File: config.mk
export PLATFORM = sky130hd
export DESIGN_NAME = rci_apb_regs
export DESIGN_NICKNAME = d
export VERILOG_FILES = /design/src/hw/rtl/rci_pkg.sv /design/src/hw/rtl/rci_apb_regs.sv
export SDC_FILE = /design/constraint.sdc
export NUM_CORES = 1
export LEC_CHECK = 0
export ABC_AREA = 1
export BUFFER_PORTS_ARGS = -buffer_cell sky130_fd_sc_hd__buf_2
export CORE_MARGIN = 1
export CORE_UTILIZATION = 50
export CTS_BUF_LIST = sky130_fd_sc_hd__clkbuf_4
export DETAILED_ROUTE_END_ITERATION = 8
export GPL_TIMING_DRIVEN = 0
export PLACE_DENSITY_LB_ADDON = 0.1
export SYNTH_ARGS = -nofsm -noshare
export SYNTH_HDL_FRONTEND = slang
export SYNTH_SLANG_ARGS = --single-unit
File: constraint.sdc
create_clock -name aclk -period 1.2 [get_ports aclk]
set_clock_uncertainty 0.15 [all_clocks]
set_input_delay 0 -clock aclk [delete_from_list [all_inputs] [get_ports aclk]]
set_output_delay 0 -clock aclk [all_outputs]
set_load 0.005 [all_outputs]
File: src/hw/rtl/rci_pkg.sv
// Shared types, constants and register map for the RAMP conductivity interpolator.
`default_nettype none
package rci_pkg;

    localparam int FRAC_BITS_DEF = 16;
    localparam int Q_FRAC        = 8;
    localparam int QUO_W         = 48;
    localparam int GAMMA_W       = 18;
    localparam int LAYER_W       = 4;
    localparam int K_W           = 32;
    localparam int Q_W           = 16;
    localparam int SLOPE_W       = 48;
    localparam int ADDR_W        = 5;
    localparam int DATA_W        = 32;
    localparam int BASE_W        = 4;

    localparam logic [SLOPE_W-1:0] SLOPE_POS_MAX = 48'h7FFF_FFFF_FFFF;
    localparam logic [SLOPE_W-1:0] SLOPE_NEG_MAG = 48'h8000_0000_0000;

    typedef enum logic [1:0] {
        MODE_LINEAR     = 2'd0,
        MODE_RAMP       = 2'd1,
        MODE_HARMONIC   = 2'd2,
        MODE_LINEAR_ALT = 2'd3
    } mode_t;

    typedef enum logic [1:0] {
        KSEL_DIRECT = 2'd0,
        KSEL_RAMP   = 2'd1,
        KSEL_HARM   = 2'd2
    } ksel_t;

    localparam logic [2:0] REG_KS   = 3'd0;
    localparam logic [2:0] REG_KF   = 3'd1;
    localparam logic [2:0] REG_Q    = 3'd2;
    localparam logic [2:0] REG_MODE = 3'd3;
    localparam logic [2:0] REG_BASE = 3'd4;

    localparam logic [K_W-1:0]    KS_RESET   = 32'd26214400;
    localparam logic [K_W-1:0]    KF_RESET   = 32'd39322;
    localparam logic [Q_W-1:0]    Q_RESET    = 16'd256;
    localparam mode_t             MODE_RESET = MODE_RAMP;
    localparam logic [BASE_W-1:0] BASE_RESET = 4'd2;

    typedef struct packed {
        logic [K_W-1:0]    ks;
        logic [K_W-1:0]    kf;
        logic [Q_W-1:0]    q;
        mode_t             mode;
        logic [BASE_W-1:0] base;
    } cfg_t;

    typedef struct packed {
        ksel_t          sel;
        logic           diffpos;
        logic [K_W-1:0] k_direct;
        logic           k_ovf;
        logic           k_zero;
        logic           s_ovf;
    } side_t;

endpackage
`default_nettype wire

File: src/hw/rtl/rci_apb_regs.sv
// APB configuration registers of the RAMP conductivity interpolator.
`default_nettype none
module rci_apb_regs
    import rci_pkg::*;
(
    input  wire logic              aclk,
    input  wire logic              aresetn,
    input  wire logic              psel,
    input  wire logic              penable,
    input  wire logic              pwrite,
    input  wire logic [ADDR_W-1:0] paddr,
    input  wire logic [DATA_W-1:0] pwdata,
    output logic      [DATA_W-1:0] prdata,
    output logic                   pready,
    output cfg_t                   cfg
);

    cfg_t cfg_reg;
    logic [2:0] index;

    assign index  = paddr[4:2];
    assign pready = 1'b1;
    assign cfg    = cfg_reg;

    always_ff @(posedge aclk) begin
        if (!aresetn) begin
            cfg_reg.ks   <= KS_RESET;
            cfg_reg.kf   <= KF_RESET;
            cfg_reg.q    <= Q_RESET;
            cfg_reg.mode <= MODE_RESET;
            cfg_reg.base <= BASE_RESET;
        end else if (psel && penable && pwrite) begin
            case (index)
                REG_KS:   cfg_reg.ks   <= pwdata;
                REG_KF:   cfg_reg.kf   <= pwdata;
                REG_Q:    cfg_reg.q    <= pwdata[Q_W-1:0];
                REG_MODE: cfg_reg.mode <= mode_t'(pwdata[1:0]);
                REG_BASE: cfg_reg.base <= pwdata[BASE_W-1:0];
                default: ;
            endcase
        end
    end

    always_comb begin
        case (index)
            REG_KS:   prdata = cfg_reg.ks;
            REG_KF:   prdata = cfg_reg.kf;
            REG_Q:    prdata = {{(DATA_W-Q_W){1'b0}}, cfg_reg.q};
            REG_MODE: prdata = {{(DATA_W-2){1'b0}}, cfg_reg.mode};
            REG_BASE: prdata = {{(DATA_W-BASE_W){1'b0}}, cfg_reg.base};
            default:  prdata = '0;
        endcase
    end

endmodule
`default_nettype wire

* Word-level counts from Yosys, hierarchy flattened
Index checks and enable logic that the tools add are counted.
Cells by class: add/sub/neg operators 0, multipliers 0, div/mod/pow operators 0, magnitude comparators 0, equality and inequality tests 4, shift operators 0, multiplexer cells 1, bitwise gates (word level) 0, reduce and logical (&&, ||, !) cells 8
Operator list (count):
- one-hot mux 32 bit (5 select lines) | 1
- AND reduction 2 bit | 5
- equality test 3 x 2 -> 1 bit, second input constant | 2
- equality test 3 x 1 -> 1 bit, second input constant | 1
- equality test 3 bit, second input constant | 1
- logical NOT 3 bit | 1
- logical AND 1 bit | 2
Storage, ports and cells: register bits 86, bits in latches 0, memory bits (writable) 0, bits in read-only memories 0, input bits 42, output and inout bits 119, logic and storage cells 18, memories kept 0

* Longest topological paths before layout
depth after elaboration 3, mapped depth 9, mapped depth without buffers 7

* Worst setup path after synthesis
OpenSTA, ideal clock, no wires.
path kind input to register, start point input port paddr[3], end point register cfg_reg, in the netlist cfg[74], arrival 0.763 ns, required time 0.920 ns, slack 0.158 ns, stages on the path 8, buffers on the path 2, cells stage by stage buf_4 inv_2 nand2_2 nor2_4 buf_4 nand2_1 nand2_1 nand3_1
Between the ends: word-level cells in the longest chain between the ends 2
RTL lines:
- start: declaration | RTL line rci_apb_regs.sv:11 | input wire logic [ADDR_W-1:0] paddr,
- logical NOT 3 bit | RTL line rci_apb_regs.sv:33 | case (index)
- AND reduction 2 bit (no source line)
- end: declaration | RTL line rci_apb_regs.sv:18 | cfg_t cfg_reg;
No other way between the ends. A chain may end at the register's enable or synchronous reset.

* Worst setup path after layout
start point register cfg_reg, in the netlist cfg[55], end point output port prdata[1]
Between the ends: word-level cells in the longest chain between the ends 1
RTL lines:
- one-hot mux 32 bit (5 select lines) | RTL line rci_apb_regs.sv:45 | case (index)
- end: declaration | RTL line rci_apb_regs.sv:13 | output logic [DATA_W-1:0] prdata,
No other way between the ends.

==> run_results.csv <==
group,metric,value,unit
outcome,status,"complete, but fails checks",
outcome,violations,"negative hold slack, negative setup slack",
logic_synthesis,synth_area_leaders,"dfxtp_1 (41%), nand2_1 (19%), nor2_1 (14%)",
sta,slew_viol_final,0,
cells_and_area,layout-drive-gt1-share,41.1,%
pwr,p_sw_share,26.1,%
floorplan,die_y,93.2,um
routing,dr.first_iter.drc_count,285,
logic_synthesis,synthDistinctLibCells,17,
routing,via_count,5290,
placed_design,hpwl,9.34,mm
routing,via_per_inst,5.27,
pwr,peakVddDrop,0.000588,V
global_route,grt_usage,34.4,%
logic_synthesis,syn_inst,648,
floorplan,std_cell_rows,32,
clock_tree,worstSkewPairLatency,430,ps
sta,fmax,688,MHz
routing,wl,15.4,mm
pwr,p_clk_share,36.0,%
sta,rsz0062_at_grt,"yes",
logic_synthesis,yosysMostFrequentCell,"nand2_1",
sta,final_hold_viol_count,11,
routing,wl_met2,7.51,mm
clock_tree,cts_root_buf,"clkbuf_4",
pwr,powerDensity,930,nW/um^2
routing,m1WireLength,5.75,mm
sta,finalSetupViolCount,14,
global_route,grt_overflow,0,
setup_path,criticalPathCategory,"flop to output pin",
global_route,grt_pass1_wl,22.9,mm
global_route,grt_pass1_vias,4999,
routing,wl_met3,1.40,mm
cells_and_area,area_delta_synth_final,51.9,%
logic_synthesis,seq_area_frac_synth,41.4,%
setup_path,reg2reg_depth,4,
cells_and_area,fin_cells,1003,
clock_tree,cts.clk_slew.worst_paths,130,ps
setup_path,cp.arrival,1300,ps
worst_hold_path,min_path_cells,5,
clock_tree,cts_made_buffers,9,
logic_synthesis,synth_flop_cell,"dfxtp_1",
logic_synthesis,synth-edff-count,0,
setup_path,worst-path-max-fanout,3,
job,drv_cap,0,
sta,layout_setup_ws,-253,ps
cells_and_area,fill_cells,572,
global_route,antenna_found_initial,0,
pwr,power.leakage,3.35,nW
cells_and_area,diodes,0,
sta,max-slew-margin-rel,55.9,%
sta,fin_tns_setup,-712,ps
logic_synthesis,synth-seq-cells,86,
floorplan,num_io_pins,161,
logic_synthesis,synth_top_area_cell,"dfxtp_1",
routing,top_layer,"met4",
logic_synthesis,avgSynthCellArea,6.41,um^2
routing,antenna_left,0,
cells_and_area,largest_register_ffs,86,
setup_path,end_kind,"output pin",
logic_synthesis,syn_area,4150,um^2
routing,first_pass_iters,5,
global_route,grt_max_degree,15,
placed_design,portBuffers,154,
sta,worstMarginPinSlew,662,ps
logic_synthesis,ys_top_cells_by_count,"nand2_1 (209), nor2_1 (150), nand3_1 (103), dfxtp_1 (86), inv_1 (37)",
pwr,seqPwrFrac,49.8,%
placed_design,gp_congestion,0.840,
clock_tree,htreeDepth,3,
pwr,power.internal,0.00434,W
logic_synthesis,synth_nets,690,
logic_synthesis,synthArstFlopShare,0,%
clock_tree,cts_sinks,86,
routing,drc,0,
sta,finalCritPeriodShare,121,%
floorplan,core_area,7890,um^2
clock_tree,cts_tree,"done",
floorplan,initial_core_util,52.7,%
pwr,switchingPower,0.00153,W
floorplan,die_width,93.2,um
setup_path,cp.required,1050,ps
sta,holdWs,-146,ps
clock_tree,cts.path.max_buffers,2,
pwr,comb_power_share,14.1,%
logic_synthesis,ys.warnings.count,0,
setup_path,start_kind,"flop",
floorplan,die_area,8680,um^2
placed_design,dpl.cell_count,904,
worst_hold_path,hold_path.class,"input port to flop",
sta,fin_crit,1450,ps
routing,post_drt_wl_per_cell,15.4,um
logic_synthesis,yosys.area.top_type_share,41.4,%
cells_and_area,nNetsFinal,938,
## timing repair
action                                  in CTS  in global routing
endpoints found under the setup margin      32                114
buffers inserted                            22                 15
hold buffers                                44                  2
cloned                                       0                  2
pin swaps                                   12                 28
gates resized for setup                     78                 77
hold endpoints to repair                    86                 17
## cells in the final DEF (no fill, tap or decap), drive strengths merged
| master | Yosys | layout |
|---|---|---|
| nor2 | 156 | 156 |
| buf | 40 | 231 |
| bufinv | 0 | 3 |
| o21ai | 3 | 3 |
| clkbuf | 2 | 14 |
| dlymetal6s4s | 0 | 3 |
| clkinvlp | 0 | 1 |
| nand4 | 4 | 4 |
| dlygate4sd3 | 0 | 41 |
| inv | 40 | 40 |
| nand2 | 211 | 211 |
| conb | 1 | 1 |
| clkinv | 0 | 2 |
| dfxtp | 86 | 86 |
| nand3 | 105 | 105 |
## worst max-delay path: stages, from the launching register on
cell and delay, ps:
dfxtp_2 360, nand3_1 100, nand2_1 80, nor2_2 120, nand2_1 80, buf_2 130
## cells by family after synthesis
logic type	Yosys count	synth area share [%]
and+or+nand+nor	476	48.2
DFF	86	41.4
buffers and inverters	82	9.88
AOI/OAI and AO/OA	3	0.361
other	1	0.0903
## through the flow
step / total power, W / instance area (um^2) / worst slack [ps] / utilization (%)
2_1_floorplan: 0.00333 / 4150 / 158 / -
3_3_place_gp: 0.00357 / 5050 / -160 / 64.1
3_5_place_dp: 0.00358 / 5050 / -176 / 64.1
4_1_cts: 0.00575 / 5960 / -179 / 75.6
5_1_grt: 0.00602 / 6310 / -279 / 80.0
6_report: 0.00587 / 6310 / -253 / 80.0
## worst paths after layout
path	from	endpoint	slack (ps)
setup / recovery	cfg[55]	prdata[1]	-250
setup reg to reg	cfg[19]	cfg[19]	210
hold / removal	penable	cfg[21]	-150
hold reg to reg	cfg[33]	cfg[33]	330
## cell type report
class / count / area, um^2 / area share (%)
multi-input cells: 480 / 2110 / 33.5
flip-flops and latches: 86 / 1830 / 28.9
repair buffers: 237 / 1580 / 25.0
plain buffers: 42 / 329 / 5.21
inverters: 40 / 155 / 2.46
well taps: 102 / 128 / 2.02
clock inverters: 6 / 110 / 1.74
clock buffers: 10 / 75.1 / 1.19
## per-layer routing
metal,up-vias,track usage [%]
met5,-,0
met4,0,18.6
met3,76,4.80
met2,314,61.1
met1,2407,39.7
li1,2493,-
## power groups by stage
stage	Sequential, W	Combinational (W)	Clock, W
2_1_floorplan	0.00298	0.000351	0
3_3_place_gp	0.00298	0.000591	0
3_5_place_dp	0.00298	0.000599	0
4_1_cts	0.00292	0.000735	0.00210
5_1_grt	0.00293	0.000892	0.00220
6_report	0.00293	0.000830	0.00211
Note: power is estimated with default switching activity, not from simulation.
