$ cat src/hw/rtl/rci_pkg.sv
// Shared types, constants and register map for the RAMP conductivity interpolator.
`default_nettype none
package rci_pkg;

    localparam int FRAC_BITS_DEF = 16;
    localparam int Q_FRAC        = 8;
    localparam int QUO_W         = 48;
    localparam int GAMMA_W       = 18;
    localparam int LAYER_W       = 4;
    localparam int K_W           = 32;
    localparam int Q_W           = 16;
    localparam int SLOPE_W       = 48;
    localparam int ADDR_W        = 5;
    localparam int DATA_W        = 32;
    localparam int BASE_W        = 4;

    localparam logic [SLOPE_W-1:0] SLOPE_POS_MAX = 48'h7FFF_FFFF_FFFF;
    localparam logic [SLOPE_W-1:0] SLOPE_NEG_MAG = 48'h8000_0000_0000;

    typedef enum logic [1:0] {
        MODE_LINEAR     = 2'd0,
        MODE_RAMP       = 2'd1,
        MODE_HARMONIC   = 2'd2,
        MODE_LINEAR_ALT = 2'd3
    } mode_t;

    typedef enum logic [1:0] {
        KSEL_DIRECT = 2'd0,
        KSEL_RAMP   = 2'd1,
        KSEL_HARM   = 2'd2
    } ksel_t;

    localparam logic [2:0] REG_KS   = 3'd0;
    localparam logic [2:0] REG_KF   = 3'd1;
    localparam logic [2:0] REG_Q    = 3'd2;
    localparam logic [2:0] REG_MODE = 3'd3;
    localparam logic [2:0] REG_BASE = 3'd4;

    localparam logic [K_W-1:0]    KS_RESET   = 32'd26214400;
    localparam logic [K_W-1:0]    KF_RESET   = 32'd39322;
    localparam logic [Q_W-1:0]    Q_RESET    = 16'd256;
    localparam mode_t             MODE_RESET = MODE_RAMP;
    localparam logic [BASE_W-1:0] BASE_RESET = 4'd2;

    typedef struct packed {
        logic [K_W-1:0]    ks;
        logic [K_W-1:0]    kf;
        logic [Q_W-1:0]    q;
        mode_t             mode;
        logic [BASE_W-1:0] base;
    } cfg_t;

    typedef struct packed {
        ksel_t          sel;
        logic           diffpos;
        logic [K_W-1:0] k_direct;
        logic           k_ovf;
        logic           k_zero;
        logic           s_ovf;
    } side_t;

endpackage
`default_nettype wire

$ cat src/hw/rtl/rci_div_cell.sv
// One quotient-bit cell of the two-lane restoring divider chain.
`default_nettype none
module rci_div_cell
    import rci_pkg::*;
#(
    parameter int KD_W = FRAC_BITS_DEF + 32,
    parameter int SD_W = 2 * FRAC_BITS_DEF + 34
) (
    input  wire logic             aclk,
    input  wire logic             aresetn,
    input  wire logic             en,
    input  wire logic             in_valid,
    input  wire side_t            in_side,
    input  wire logic [KD_W-1:0]  in_k_den,
    input  wire logic [KD_W-1:0]  in_k_rem,
    input  wire logic [QUO_W-1:0] in_k_nq,
    input  wire logic [SD_W-1:0]  in_s_den,
    input  wire logic [SD_W-1:0]  in_s_rem,
    input  wire logic [QUO_W-1:0] in_s_nq,
    output logic                  out_valid,
    output side_t                 out_side,
    output logic [KD_W-1:0]       out_k_den,
    output logic [KD_W-1:0]       out_k_rem,
    output logic [QUO_W-1:0]      out_k_nq,
    output logic [SD_W-1:0]       out_s_den,
    output logic [SD_W-1:0]       out_s_rem,
    output logic [QUO_W-1:0]      out_s_nq
);

    logic [KD_W:0] kt, kdiff;
    logic [SD_W:0] st, sdiff;
    logic          kge, sge;

    // shift in the next dividend bit, subtract when it fits
    assign kt    = {in_k_rem, in_k_nq[QUO_W-1]};
    assign kdiff = kt - {1'b0, in_k_den};
    assign kge   = (kt >= {1'b0, in_k_den});
    assign st    = {in_s_rem, in_s_nq[QUO_W-1]};
    assign sdiff = st - {1'b0, in_s_den};
    assign sge   = (st >= {1'b0, in_s_den});

    logic                valid_reg;
    side_t               side_reg;
    logic [KD_W-1:0]     k_den_reg, k_rem_reg;
    logic [QUO_W-1:0]    k_nq_reg, s_nq_reg;
    logic [SD_W-1:0]     s_den_reg, s_rem_reg;

    always_ff @(posedge aclk) begin
        if (!aresetn) begin
            valid_reg <= 1'b0;
        end else if (en) begin
            valid_reg <= in_valid;
        end
    end

    always_ff @(posedge aclk) begin
        if (en) begin
            side_reg  <= in_side;
            k_den_reg <= in_k_den;
            k_rem_reg <= kge ? kdiff[KD_W-1:0] : kt[KD_W-1:0];
            k_nq_reg  <= {in_k_nq[QUO_W-2:0], kge};
            s_den_reg <= in_s_den;
            s_rem_reg <= sge ? sdiff[SD_W-1:0] : st[SD_W-1:0];
            s_nq_reg  <= {in_s_nq[QUO_W-2:0], sge};
        end
    end

    assign out_valid = valid_reg;
    assign out_side  = side_reg;
    assign out_k_den = k_den_reg;
    assign out_k_rem = k_rem_reg;
    assign out_k_nq  = k_nq_reg;
    assign out_s_den = s_den_reg;
    assign out_s_rem = s_rem_reg;
    assign out_s_nq  = s_nq_reg;

endmodule
`default_nettype wire

$ cat config.mk
export PLATFORM = sky130hd
export DESIGN_NAME = rci_div_cell
export DESIGN_NICKNAME = d
export VERILOG_FILES = /design/src/hw/rtl/rci_pkg.sv /design/src/hw/rtl/rci_div_cell.sv
export SDC_FILE = /design/constraint.sdc
export NUM_CORES = 1
export LEC_CHECK = 0
export BUFFER_PORTS_ARGS = -buffer_cell sky130_fd_sc_hd__buf_2
export CORE_AREA = 8 8 275 277
export CTS_CLUSTER_DIAMETER = 200
export CTS_CLUSTER_SIZE = 25
export DETAILED_ROUTE_END_ITERATION = 6
export DIE_AREA = 0 0 283 285
export PLACE_DENSITY_LB_ADDON = 0.15
export SYNTH_ARGS = -nofsm -noshare
export SYNTH_HDL_FRONTEND = slang
export SYNTH_SLANG_ARGS = --single-unit
$ cat constraint.sdc
create_clock -name aclk -period 4.1 [get_ports aclk]
set_input_delay 0.205 -clock aclk [delete_from_list [all_inputs] [get_ports aclk]]
set_output_delay 0.205 -clock aclk [all_outputs]
set_load 0.03 [all_outputs]
---- Word-level counts from Yosys, hierarchy flattened ----
Cells that the tools add are included.
storage, ports and cells
  bits of input ports ..................... 366
  register bits ........................... 363
  bits in latches ......................... 0
  memory bits (read-only) ................. 0
  memories ................................ 0
  RAM bits ................................ 0
  output and inout bits ................... 363
  word-level logic and storage cells ...... 19
operators by class
  multiplexer cells ....................... 2
  shift operators ......................... 0
  reduce and logical (&&, ||, !) cells .... 0
  equality and inequality tests ........... 0
  bitwise operators ....................... 0
  multipliers ............................. 0
  $lt $le $gt $ge ......................... 2
  $add $sub $neg .......................... 2
  divide/modulo/power cells ............... 0
operators with widths
  cell                                                            number
  67-bit by 66-bit greater-or-equal comparator with 1-bit output  1
  66-bit two-way mux                                              1
  66-bit subtractor                                               1
  49-bit by 48-bit greater-or-equal comparator with 1-bit output  1
  48-bit two-way mux                                              1
  48-bit subtractor                                               1

---- Longest topological paths before layout ----
Gate-level depths: netlist of run 1.
  depth in word-level cells ............... 2
  mapped depth ............................ 15

---- Worst setup path after synthesis of run 1 ----
OpenSTA, ideal clock, no wires.
  path type ............................... input -> register
  start point ............................. in in_s_den[6]
  end point ............................... reg s_rem_reg[16], in the netlist out_s_rem[16], data pin
  data arrival time ....................... 2.750 ns
  setup slack ............................. 1.088 ns
  setup time .............................. 0.262 ns
  stages .................................. 15
  cell sequence ........................... inv_1 -> ha_1 -> buf_6 -> a21oi_1 -> o21ai_1 -> a41oi_2 -> o31ai_2 -> a31oi_2 -> o21ai_2 -> a21oi_4 -> o21ai_2 -> a21boi_2 -> inv_2 -> buf_4 -> mux2_1
on the way
  word-level cells in the longest chain between the ends .. 2
  elaborated cells between the ends (all ways) .. 3
  classes of those cells .................. add/sub (1); order compare (1); mux (1)
ends and longest elaborated chain
  element                                                                                              RTL line                                text
  from (decl)                                                                                          rci_div_cell.sv:17                      input wire logic [SD_W-1:0] in_s_den,
  66-bit subtractor or 67-bit by 66-bit greater-or-equal comparator with 1-bit output (tied branches)  rci_div_cell.sv:39, rci_div_cell.sv:40
  66-bit two-way mux *                                                                                 rci_div_cell.sv:63                      s_rem_reg <= sge ? sdiff[SD_W-1:0] : st[SD_W-1:0];
  to (signal assigned)                                                                                 rci_div_cell.sv:63
  to (decl)                                                                                            rci_div_cell.sv:46                      logic [SD_W-1:0] s_den_reg, s_rem_reg;
Every way passes the cells marked *; elsewhere a longest branch is shown, timed or not.
A chain may end at the register's enable or synchronous reset.

---- Worst setup path after layout of run 1 ----
  start point ............................. in in_k_den[1]
  end point ............................... reg k_rem_reg[35], in the netlist out_k_rem[35], data pin
on the way
  word-level cells in the longest chain between the ends .. 2
  elaborated cells between the ends (all ways) .. 3
  classes of those cells .................. add/sub (1); order compare (1); mux (1)
ends and longest elaborated chain
  element                                                                                              RTL line                                text
  from (decl)                                                                                          rci_div_cell.sv:14                      input wire logic [KD_W-1:0] in_k_den,
  48-bit subtractor or 49-bit by 48-bit greater-or-equal comparator with 1-bit output (tied branches)  rci_div_cell.sv:36, rci_div_cell.sv:37
  48-bit two-way mux *                                                                                 rci_div_cell.sv:60                      k_rem_reg <= kge ? kdiff[KD_W-1:0] : kt[KD_W-1:0];
  to (signal assigned)                                                                                 rci_div_cell.sv:60
  to (decl)                                                                                            rci_div_cell.sv:44                      logic [KD_W-1:0] k_den_reg, k_rem_reg;
Marks and branches as above.

==> results.sh, run 1 <==
export IMPL_cts_sinks=363
export IMPL_r2r_setup_slack_ps=2940
export IMPL_maxCapViolations=0
export IMPL_endpoint="out_k_rem[35]"
export IMPL_ys_flop_type="edfxtp_1"
export IMPL_via_count=17400
export IMPL_finalSetupViolCount=0
export IMPL_fin_worst_skew_ps=0
export IMPL_post_cts_setup_buffer_count=0
export IMPL_grt_max_degree=101
export IMPL_yosysTopAreaCellShare_pct=55.5
export IMPL_syn_nets=2174
export IMPL_synthTopCellsByArea="edfxtp_1, ha_1, a21oi_1, inv_1, nand2_1"
export IMPL_rr_startpoint="out_valid"
export IMPL_grt_pass1_wl_um=117000
export IMPL_area_growth_pct=45.2
export IMPL_path_max_fanout=35
export IMPL_grt_pass1_vias=18800
export IMPL_ys_ff_latch=363
export IMPL_crit_type="in -> reg"
export IMPL_hold_viol=0
export IMPL_antenna_found_initial=10
export IMPL_synth_area_leader_cell="edfxtp_1"
export IMPL_clk_latency_ps=540
export IMPL_nFillCells=7030
export IMPL_portBuffers=728
export IMPL_start_util_pct=27.6
export IMPL_fin_ws_ps=243
export IMPL_cts_buffers=18
export IMPL_crit_path_start="in_k_den[1]"
export IMPL_die_y_um=285
export IMPL_tightest_slew_ps=1050
export IMPL_fin_tns_setup_ps=0
export IMPL_cts_tree="built"
export IMPL_status="complete, no violations"
export IMPL_dpl_worst_slack_ps=124
export IMPL_nets=3233
export IMPL_yosysWarningCount=0
export IMPL_cts_htree_levels=1
export IMPL_worstPathArrival_ps=4160
export IMPL_relSlewSlack_pct=30.0
export IMPL_drive_above_1_share_pct=30.5
export IMPL_cp_end_kind="flop"
export IMPL_num_rows=98
export IMPL_async_reset_ff_share_pct=0
export IMPL_hold_buffers=354
export IMPL_wl_um=78200
export IMPL_ant_nets=0
export IMPL_synth_edf_count=362
export IMPL_finalCriticalPeriod_ps=3860
export IMPL_drtIter0Drc=1091
export IMPL_p_total_mw=10.2
export IMPL_startpoint_type="input pin"
export IMPL_io_pins=729
export IMPL_design_die_area_mm2=0.0807
export IMPL_dpl_cell_count=3326
export IMPL_min_path_type="in -> reg"
export IMPL_min_period_over_period_pct=94.1
export IMPL_grt_usage_pct=18.3
export IMPL_drc=0
export IMPL_crit_required_ps=4400
export IMPL_ir_worst_vdd_uv=318
export IMPL_final_max_slew_violation_count=0
export IMPL_synth_area_per_cell_um2=11.6
export IMPL_rsz0062_at_grt="false"
export IMPL_reg2reg_depth=3
export IMPL_fin_cells=3706
export IMPL_clk_path_buf_depth=3
export IMPL_post_drt_wl_per_cell_um=21.1
export IMPL_dpl_hpwl_um=62900
export IMPL_syn_inst=1692
export IMPL_syn_cell_area_mm2=0.0196
export IMPL_path_clk_slew_ps=110
export IMPL_first_pass_iters=5
export IMPL_gp_congestion=0.885
export IMPL_post_cts_resized=0
export IMPL_leakage_nw=12.3
export IMPL_timing_fmax_mhz=259
export IMPL_viasPerCell=4.71
export IMPL_core_area_mm2=0.0710
export IMPL_hold_start="in_k_rem[22]"
export IMPL_die_width_um=283
export IMPL_pwr_density_cell_mw_per_mm2=357
export IMPL_grt_overflow=0
export IMPL_ys_types=79
export IMPL_ys_seq_area_share_pct=55.6
export IMPL_rr_endpoint="out_valid"
export IMPL_cts_root_buf="clkbuf_16"
==> power by group <==
| part | switching (mW) | leakage [nW] | internal (mW) |
|---|---|---|---|
| clock network | 1.25 | 0.241 | 0.841 |
| logic | 2.16 | 8.47 | 1.24 |
| registers | 0.121 | 3.55 | 4.56 |
==> critical path, cell delays in order <==
cell and delay (ps):
dlygate4sd3_1 520, buf_2 150, inv_1 50, ha_1 300
nor2b_1 150, o31a_1 280, o31a_1 300, o31a_1 320
o211ai_1 310, nand2_1 150, a41oi_4 890, buf_4 390
o21ai_0 130
==> state kept, by name, summed over array words and instances (netlist names) <==
name / cells
out_k_rem: 48
out_k_nq: 48
out_valid: 1
out_s_rem: 66
out_k_den: 48
out_side: 38
out_s_nq: 48
out_s_den: 66
==> cell usage in the layout (no fill, tap or decap), types with 9 or more instances in the layout <==
cell type / n
o21bai_1: 24
ha_1: 114
nor3_1: 21
nand2_1: 142
o21a_1: 17
nand2b_1: 16
nand3_1: 23
nand4_1: 36
buf_4: 11
a31oi_1: 13
a211oi_1: 9
edfxtp_1: 362
dlygate4sd3_1: 355
xor2_1: 42
inv_1: 148
clkbuf_16: 19
o211ai_1: 12
mux2_2: 42
buf_2: 727
nor4_1: 10
a21o_1: 54
mux2_1: 21
a21oi_1: 140
nor2_1: 74
o21ai_0: 106
nor2b_1: 12
and3_1: 12
xnor2_1: 58
o21ai_1: 17
==> synthesized netlist by cell type, drive strengths merged (9+ instances only) <==
master and count:
a21oi 141, nor2b 12, clkbuf 41, o211ai 12, nor4 11, nand2 143, nor2 74, and3 12
a211oi 9, ha 114, mux2 63, a21o 54, nor3 22, o21bai 24, edfxtp 362, xnor2 58
o21a 17, inv 149, nand3 23, nand2b 16, buf 21, o21ai 127, nand4 36, a31oi 14
xor2 42
==> routing by layer <==
| layer | global-route usage (%) | wire length (um) | vias to the layer above |
|---|---|---|---|
| met2 | 33.9 | 40200 | 556 |
| met3 | 4.21 | 4750 | 75 |
| met4 | 3.84 | 1710 | 2 |
| met1 | 21.5 | 31500 | 8437 |
| met5 | 0 | 13 | - |
| li1 | - | - | 8367 |
==> kinds of logic after synthesis <==
kind of cell / after synthesis / synth area share [%]
mux: 65 / 3.73
xor+xnor: 100 / 4.47
flops: 363 / 55.6
compound gates: 463 / 15.3
buf+inv: 211 / 4.32
simple gates: 374 / 9.09
fa+ha+maj: 116 / 7.49
==> how the worst min path moves through the flow <==
stage	depth (start not counted)	endpoint	slack, ps
after floorplan	0	out_k_den[0]	300
after global placement	1	out_k_nq[1]	380
after detailed placement	1	out_k_nq[46]	380
after CTS	3	out_k_rem[24]	0.7
after global routing	3	out_k_rem[23]	30
final	3	out_k_rem[23]	50
==> final cells by class <==
class / instances / area [um2] / area share [%]
timing repair buffer: 1101 / 7430 / 26.1
tap: 950 / 1190 / 4.18
clock buffer: 19 / 475 / 1.67
sequential: 363 / 10900 / 38.3
clock inverter: 1 / 16.3 / 0.0572
multi-input combinational: 1118 / 7850 / 27.6
inverter: 149 / 559 / 1.97
antenna: 5 / 12.5 / 0.0440
==> through the flow <==
step / util (%) / hold slack (ps) / area (um2)
2_1_floorplan: - / 304 / 19600
3_3_place_gp: 34.3 / 382 / 24400
3_5_place_dp: 34.3 / 383 / 24400
4_1_cts: 40.0 / 0.686 / 28400
5_1_grt: 40.0 / 28.0 / 28400
6_report: 40.0 / 50.5 / 28400
(Power assumes the default switching activity.)
==> run 2, diff against run 1 <==
- CELL_PAD_IN_SITES_DETAIL_PLACEMENT: unset -> 1
- CELL_PAD_IN_SITES_GLOBAL_PLACEMENT: unset -> 2
- CORE_AREA: 8 8 275 277 -> 8 8 276 278
- DIE_AREA: 0 0 283 285 -> 0 0 284 286
==> run 2 against run 1 <==
Against the previous run:
- largest cell class unchanged
- routed wire length grew 14%
- global-route usage grew 2.4 points
- worst setup slack gained 86 ps
==> results.sh, run 2 (synthesized netlist as in run 1, its figures left out) <==
export IMPL_status="complete, no violations"
export IMPL_clk_path_buf_depth=3
export IMPL_layout_commonest_cell="buf_2"
export IMPL_nets=3241
export IMPL_portBuffers=728
export IMPL_path_clk_slew_ps=120
export IMPL_cp_end_kind="flop"
export IMPL_area_growth_pct=45.5
export IMPL_internal_power_mw=6.62
export IMPL_cts_root_buf="clkbuf_16"
export IMPL_min_path_type="in -> reg"
export IMPL_viasPerCell=4.73
export IMPL_final_cell_mix="buf_2, edfxtp_1, dlygate4sd3_1, inv_1, nand2_1"
export IMPL_io_pins=729
export IMPL_busiest_layer="met2"
export IMPL_clk_latency_ps=570
export IMPL_cts_buffers=18
export IMPL_fin_tns_setup_ps=0
export IMPL_grt_pass1_wl_um=130000
export IMPL_path_max_fanout=3
export IMPL_hold_viol=0
export IMPL_pwr_share_clk_pct=20.7
export IMPL_die_width_um=284
export IMPL_tightest_slew_ps=818
export IMPL_post_drt_wl_per_cell_um=24.0
export IMPL_min_period_over_period_pct=92.0
export IMPL_die_y_um=286
export IMPL_grtUsageMet2_pct=37.3
export IMPL_cts_tree="built"
export IMPL_start_util_pct=27.2
export IMPL_crit_required_ps=4440
export IMPL_gp_congestion=0.884
export IMPL_first_pass_iters=5
export IMPL_drive_above_1_share_pct=30.5
export IMPL_ir_worst_vdd_uv=252
export IMPL_fin_util_pct=39.5
export IMPL_use_met1_pct=24.8
export IMPL_grt_max_degree=95
export IMPL_post_cts_setup_buffer_count=0
export IMPL_design_die_area_mm2=0.0812
export IMPL_switching_share_pct=35.7
export IMPL_fin_worst_skew_ps=0
export IMPL_seqPwrFrac_pct=45.4
export IMPL_core_area_mm2=0.0721
export IMPL_combPwrFrac_pct=33.8
export IMPL_cts_sinks=363
export IMPL_drtIter0Drc=820
export IMPL_finalCriticalPeriod_ps=3770
export IMPL_ant_nets=0
export IMPL_grt_overflow=0
export IMPL_grt_usage_pct=20.8
export IMPL_relSlewSlack_pct=45.5
export IMPL_grt_pass1_vias=19600
export IMPL_startpoint_type="input pin"
export IMPL_maxCapViolations=0
export IMPL_wl_um=89400
export IMPL_drc=0
export IMPL_num_rows=99
export IMPL_hold_buffers=358
export IMPL_switchingPower_mw=3.68
export IMPL_dpl_hpwl_um=71300
export IMPL_post_cts_resized=0
export IMPL_grt_util_met3_pct=4.78
export IMPL_rsz0062_at_grt="false"
export IMPL_final_max_slew_violation_count=0
export IMPL_worstPathArrival_ps=4110
export IMPL_via_count=17600
export IMPL_crit_type="in -> reg"
export IMPL_timing_fmax_mhz=265
export IMPL_pwr_density_cell_mw_per_mm2=361
export IMPL_finalSetupViolCount=0
export IMPL_cts_htree_levels=1
export IMPL_antenna_found_initial=12
export IMPL_leakage_nw=12.3
## run 2: power by group through the flow
stage	clock network, mW	registers (mW)	logic (mW)
2_1_floorplan	0	5.54	1.17
3_3_place_gp	0	4.75	3.18
3_5_place_dp	0	4.76	3.20
4_1_cts	2.25	4.68	3.52
5_1_grt	2.33	4.72	3.74
6_report	2.13	4.68	3.49
## run 2: path summary, 6_finish.rpt
kind / start / to / slack [ps] / cells after the start
min reg2reg: out_valid / out_valid / 1100 / 3
min: in_k_rem[42] / out_k_rem[43] / 30 / 2
max reg2reg: out_valid / out_valid / 2930 / 3
max: in_s_den[0] / out_s_rem[52] / 330 / 15
## run 2: metrics by stage
step	cell area, um2	setup slack, ps	cells	power [mW]	hold WS, ps
floorplan	19600	1090	1692	6.71	304
global placement	24400	291	3340	7.93	382
detailed placement	24400	221	3340	7.96	383
CTS	28500	331	3722	10.4	12.3
global route	28500	141	3727	10.8	17.6
finish	28500	329	3730	10.3	27.8
## run 2: layout make-up
cell class	instances	area (um2)
Inverter	149	559
Clock buffer	22	465
Fill cell	8157	43600
Clock inverter	2	32.5
Sequential cell	363	10900
Antenna cell	8	20.0
Tap cell	959	1200
Timing Repair Buffer	1109	7470
Multi-Input combinational cell	1118	7850
## run 2: worst max-delay path, cell delays in order
cell and delay, ps:
dlygate4sd3_1 540, buf_2 130, ha_1 180, inv_1 60, fa_1 420, a211oi_1 510
o21ai_1 220, nand3_1 120, a211oi_1 150, o211ai_1 220, nand2b_1 160, a211oi_1 560
o21ai_0 190, xor2_1 170, mux2_2 270
## run 2: per-layer routing
| metal | vias to the layer above | wire [um] | share of wire [%] |
|---|---|---|---|
| met5 | - | 48 | 0.054 |
| met4 | 8 | 2440 | 2.7 |
| met3 | 112 | 5380 | 6.0 |
| met2 | 486 | 45100 | 50 |
| met1 | 8660 | 36500 | 41 |
| li1 | 8382 | - | - |
==> run 3, diff against run 2 <==
- RECOVER_POWER: unset -> 100
==> run 3 against run 2 <==
Against the previous run:
- the flow now finishes with violations (max-capacitance violations, max-slew violations)
- worst hold slack is essentially flat
- fmax shrank 4.1%
- routed wire length grew 0.18%
- combinational power shrank 4%
- sequential power is essentially flat
- flip-flop and latch count is the same
- clock-buffer cell count is the same
- non-clock buffer count is the same
==> results.sh, run 3 (synthesized netlist as in run 1, its figures left out) <==
export IMPL_design_die_area_mm2=0.0812
export IMPL_final_max_slew_violation_count=184
export IMPL_reg2reg_depth=3
export IMPL_critPathSlowestCell="dlygate4sd3_1"
export IMPL_max_stage_delay_ps=550
export IMPL_finalCriticalPeriod_ps=3930
export IMPL_num_rows=99
export IMPL_drc=0
export IMPL_path_clk_slew_ps=120
export IMPL_grt_usage_pct=20.8
export IMPL_startpoint_type="input pin"
export IMPL_drtIter0Drc=853
export IMPL_failed_checks="max-capacitance violations, max-slew violations"
export IMPL_pwr_density_cell_mw_per_mm2=367
export IMPL_ant_nets=0
export IMPL_io_pins=729
export IMPL_maxCapViolations=3
export IMPL_cts_htree_levels=1
export IMPL_min_to="out_k_rem[43]"
export IMPL_rsz0062_at_grt="false"
export IMPL_leakage_nw=10.9
export IMPL_cts_tree="built"
export IMPL_crit_required_ps=4440
export IMPL_tightest_slew_ps=2600
export IMPL_viasPerCell=4.74
export IMPL_crit_type="in -> reg"
export IMPL_grt_max_degree=95
export IMPL_relSlewSlack_pct=-73.6
export IMPL_grt_pass1_vias=19600
export IMPL_die_y_um=286
export IMPL_hold_viol=0
export IMPL_hold_path_cell_count=2
export IMPL_clk_latency_ps=570
export IMPL_cts_root_buf="clkbuf_16"
export IMPL_ir_worst_vdd_uv=251
export IMPL_wl_um=89600
export IMPL_core_area_mm2=0.0721
export IMPL_via_count=17700
export IMPL_cts_buffers=18
export IMPL_clk_path_buf_depth=3
export IMPL_portBuffers=728
export IMPL_cp_end_kind="flop"
export IMPL_timing_fmax_mhz=254
export IMPL_fin_worst_skew_ps=0
export IMPL_dpl_worst_slack_ps=221
export IMPL_cts_sinks=363
export IMPL_start_util_pct=27.2
export IMPL_min_path_type="in -> reg"
export IMPL_r2r_setup_slack_ps=2880
export IMPL_hold_start="in_k_rem[42]"
export IMPL_layout_commonest_cell="clkbuf_1"
export IMPL_post_cts_setup_buffer_count=0
export IMPL_post_drt_wl_per_cell_um=24.0
export IMPL_rr_startpoint="out_valid"
export IMPL_fin_ws_ps=168
export IMPL_antenna_found_initial=12
export IMPL_finalSetupViolCount=0
export IMPL_final_cell_mix="clkbuf_1, edfxtp_1, dlygate4sd3_1, buf_2, inv_1"
export IMPL_die_width_um=284
export IMPL_nFillCells=8376
export IMPL_drive_above_1_share_pct=13.0
export IMPL_first_pass_iters=4
export IMPL_nets=3241
export IMPL_rr_endpoint="out_valid"
export IMPL_gp_congestion=0.884
export IMPL_grt_pass1_wl_um=130000
export IMPL_path_cells="dlygate4sd3_1 > clkbuf_1 > inv_1 > ha_1 > a21oi_1 > o21ai_0 > a21oi_1 > nor4_1 > or3_1 > a21oi_4 > o21ai_2 > a21boi_0 > clkinv_1 > buf_12 > mux2_1"
export IMPL_dpl_hpwl_um=71300
export IMPL_status="complete, but fails checks"
export IMPL_cpMostUsedCell="a21oi_1"
export IMPL_post_cts_resized=0
export IMPL_fin_tns_setup_ps=0
export IMPL_area_growth_pct=42.0
export IMPL_worstPathArrival_ps=4270
export IMPL_path_max_fanout=30
export IMPL_grt_overflow=0
export IMPL_min_period_over_period_pct=95.9
[run 3: changes by cell type in the layout (fill, tap and decap cells not counted), moves of 3 or more]
cell,delta
o21ai_0,+8
buf_12,-3
o21ai_1,-8
clkbuf_2,+8
buf_2,-481
clkbuf_1,+481
buf_4,-5
[run 3: how the worst max path moves through the flow]
stage          cells past startpoint    startpoint       endpoint
6_report                          15  in_s_den[38]  out_s_rem[53]
4_1_cts                           14   in_k_den[1]  out_k_rem[16]
3_3_place_gp                      15   in_s_nq[47]  out_s_rem[52]
3_5_place_dp                      15   in_s_nq[47]  out_s_rem[52]
2_1_floorplan                     15   in_s_den[6]  out_s_rem[16]
5_1_grt                           15   in_s_den[0]  out_s_rem[52]
[run 3: cell type report]
| type | instances | area, um2 | area share (%) |
|---|---|---|---|
| inverters | 149 | 559 | 2.01 |
| flip-flops and latches | 363 | 10900 | 39.2 |
| well taps | 959 | 1200 | 4.32 |
| diodes | 8 | 20.0 | 0.0720 |
| multi-input cells | 1118 | 7830 | 28.2 |
| repair buffers | 1109 | 6810 | 24.5 |
| clock buffers | 22 | 465 | 1.67 |
| clock inverters | 2 | 32.5 | 0.117 |
[run 3: metal layers]
layer  track usage [%]  vias up  wire [um]
met5                 0        -         59
met4              5.62        8       2430
met3              4.78      112       5460
met2              37.3      496      45100
met1              24.8     8702      36600
li1                  -     8380          -
[run 3: through the flow]
stage               hold WS, ps  area [um2]  cells  utilization (%)  power [mW]
floorplan                   304       19600   1692                -        6.71
global placement            382       24400   3340             33.8        7.93
detailed placement          383       24400   3340             33.8        7.96
CTS                        12.3       28500   3722             39.5        10.4
global route               17.6       27800   3727             38.6        10.7
finish                     27.8       27800   3730             38.6        10.2
[run 3: what timing repair did]
item                                    4_1_cts  5_1_grt
endpoints found under the hold margin       357        0
endpoints found under the setup margin        0        0
hold buffers                                358        0
[run 3: power breakdown]
part	leakage [nW]	switching, mW	internal [mW]
clock	0.240	1.32	0.825
sequential	3.55	0.134	4.56
combinational	7.15	2.25	1.11
total	10.9	3.70	6.49
[run 3: critical path, delay by kind of cell]
family	cells	cell delay, ps
buffers and inverters	5	1290
and+or+nand+nor	2	510
adders and majority gates	1	380
AOI/OAI and AO/OA	6	1500
muxes	1	340
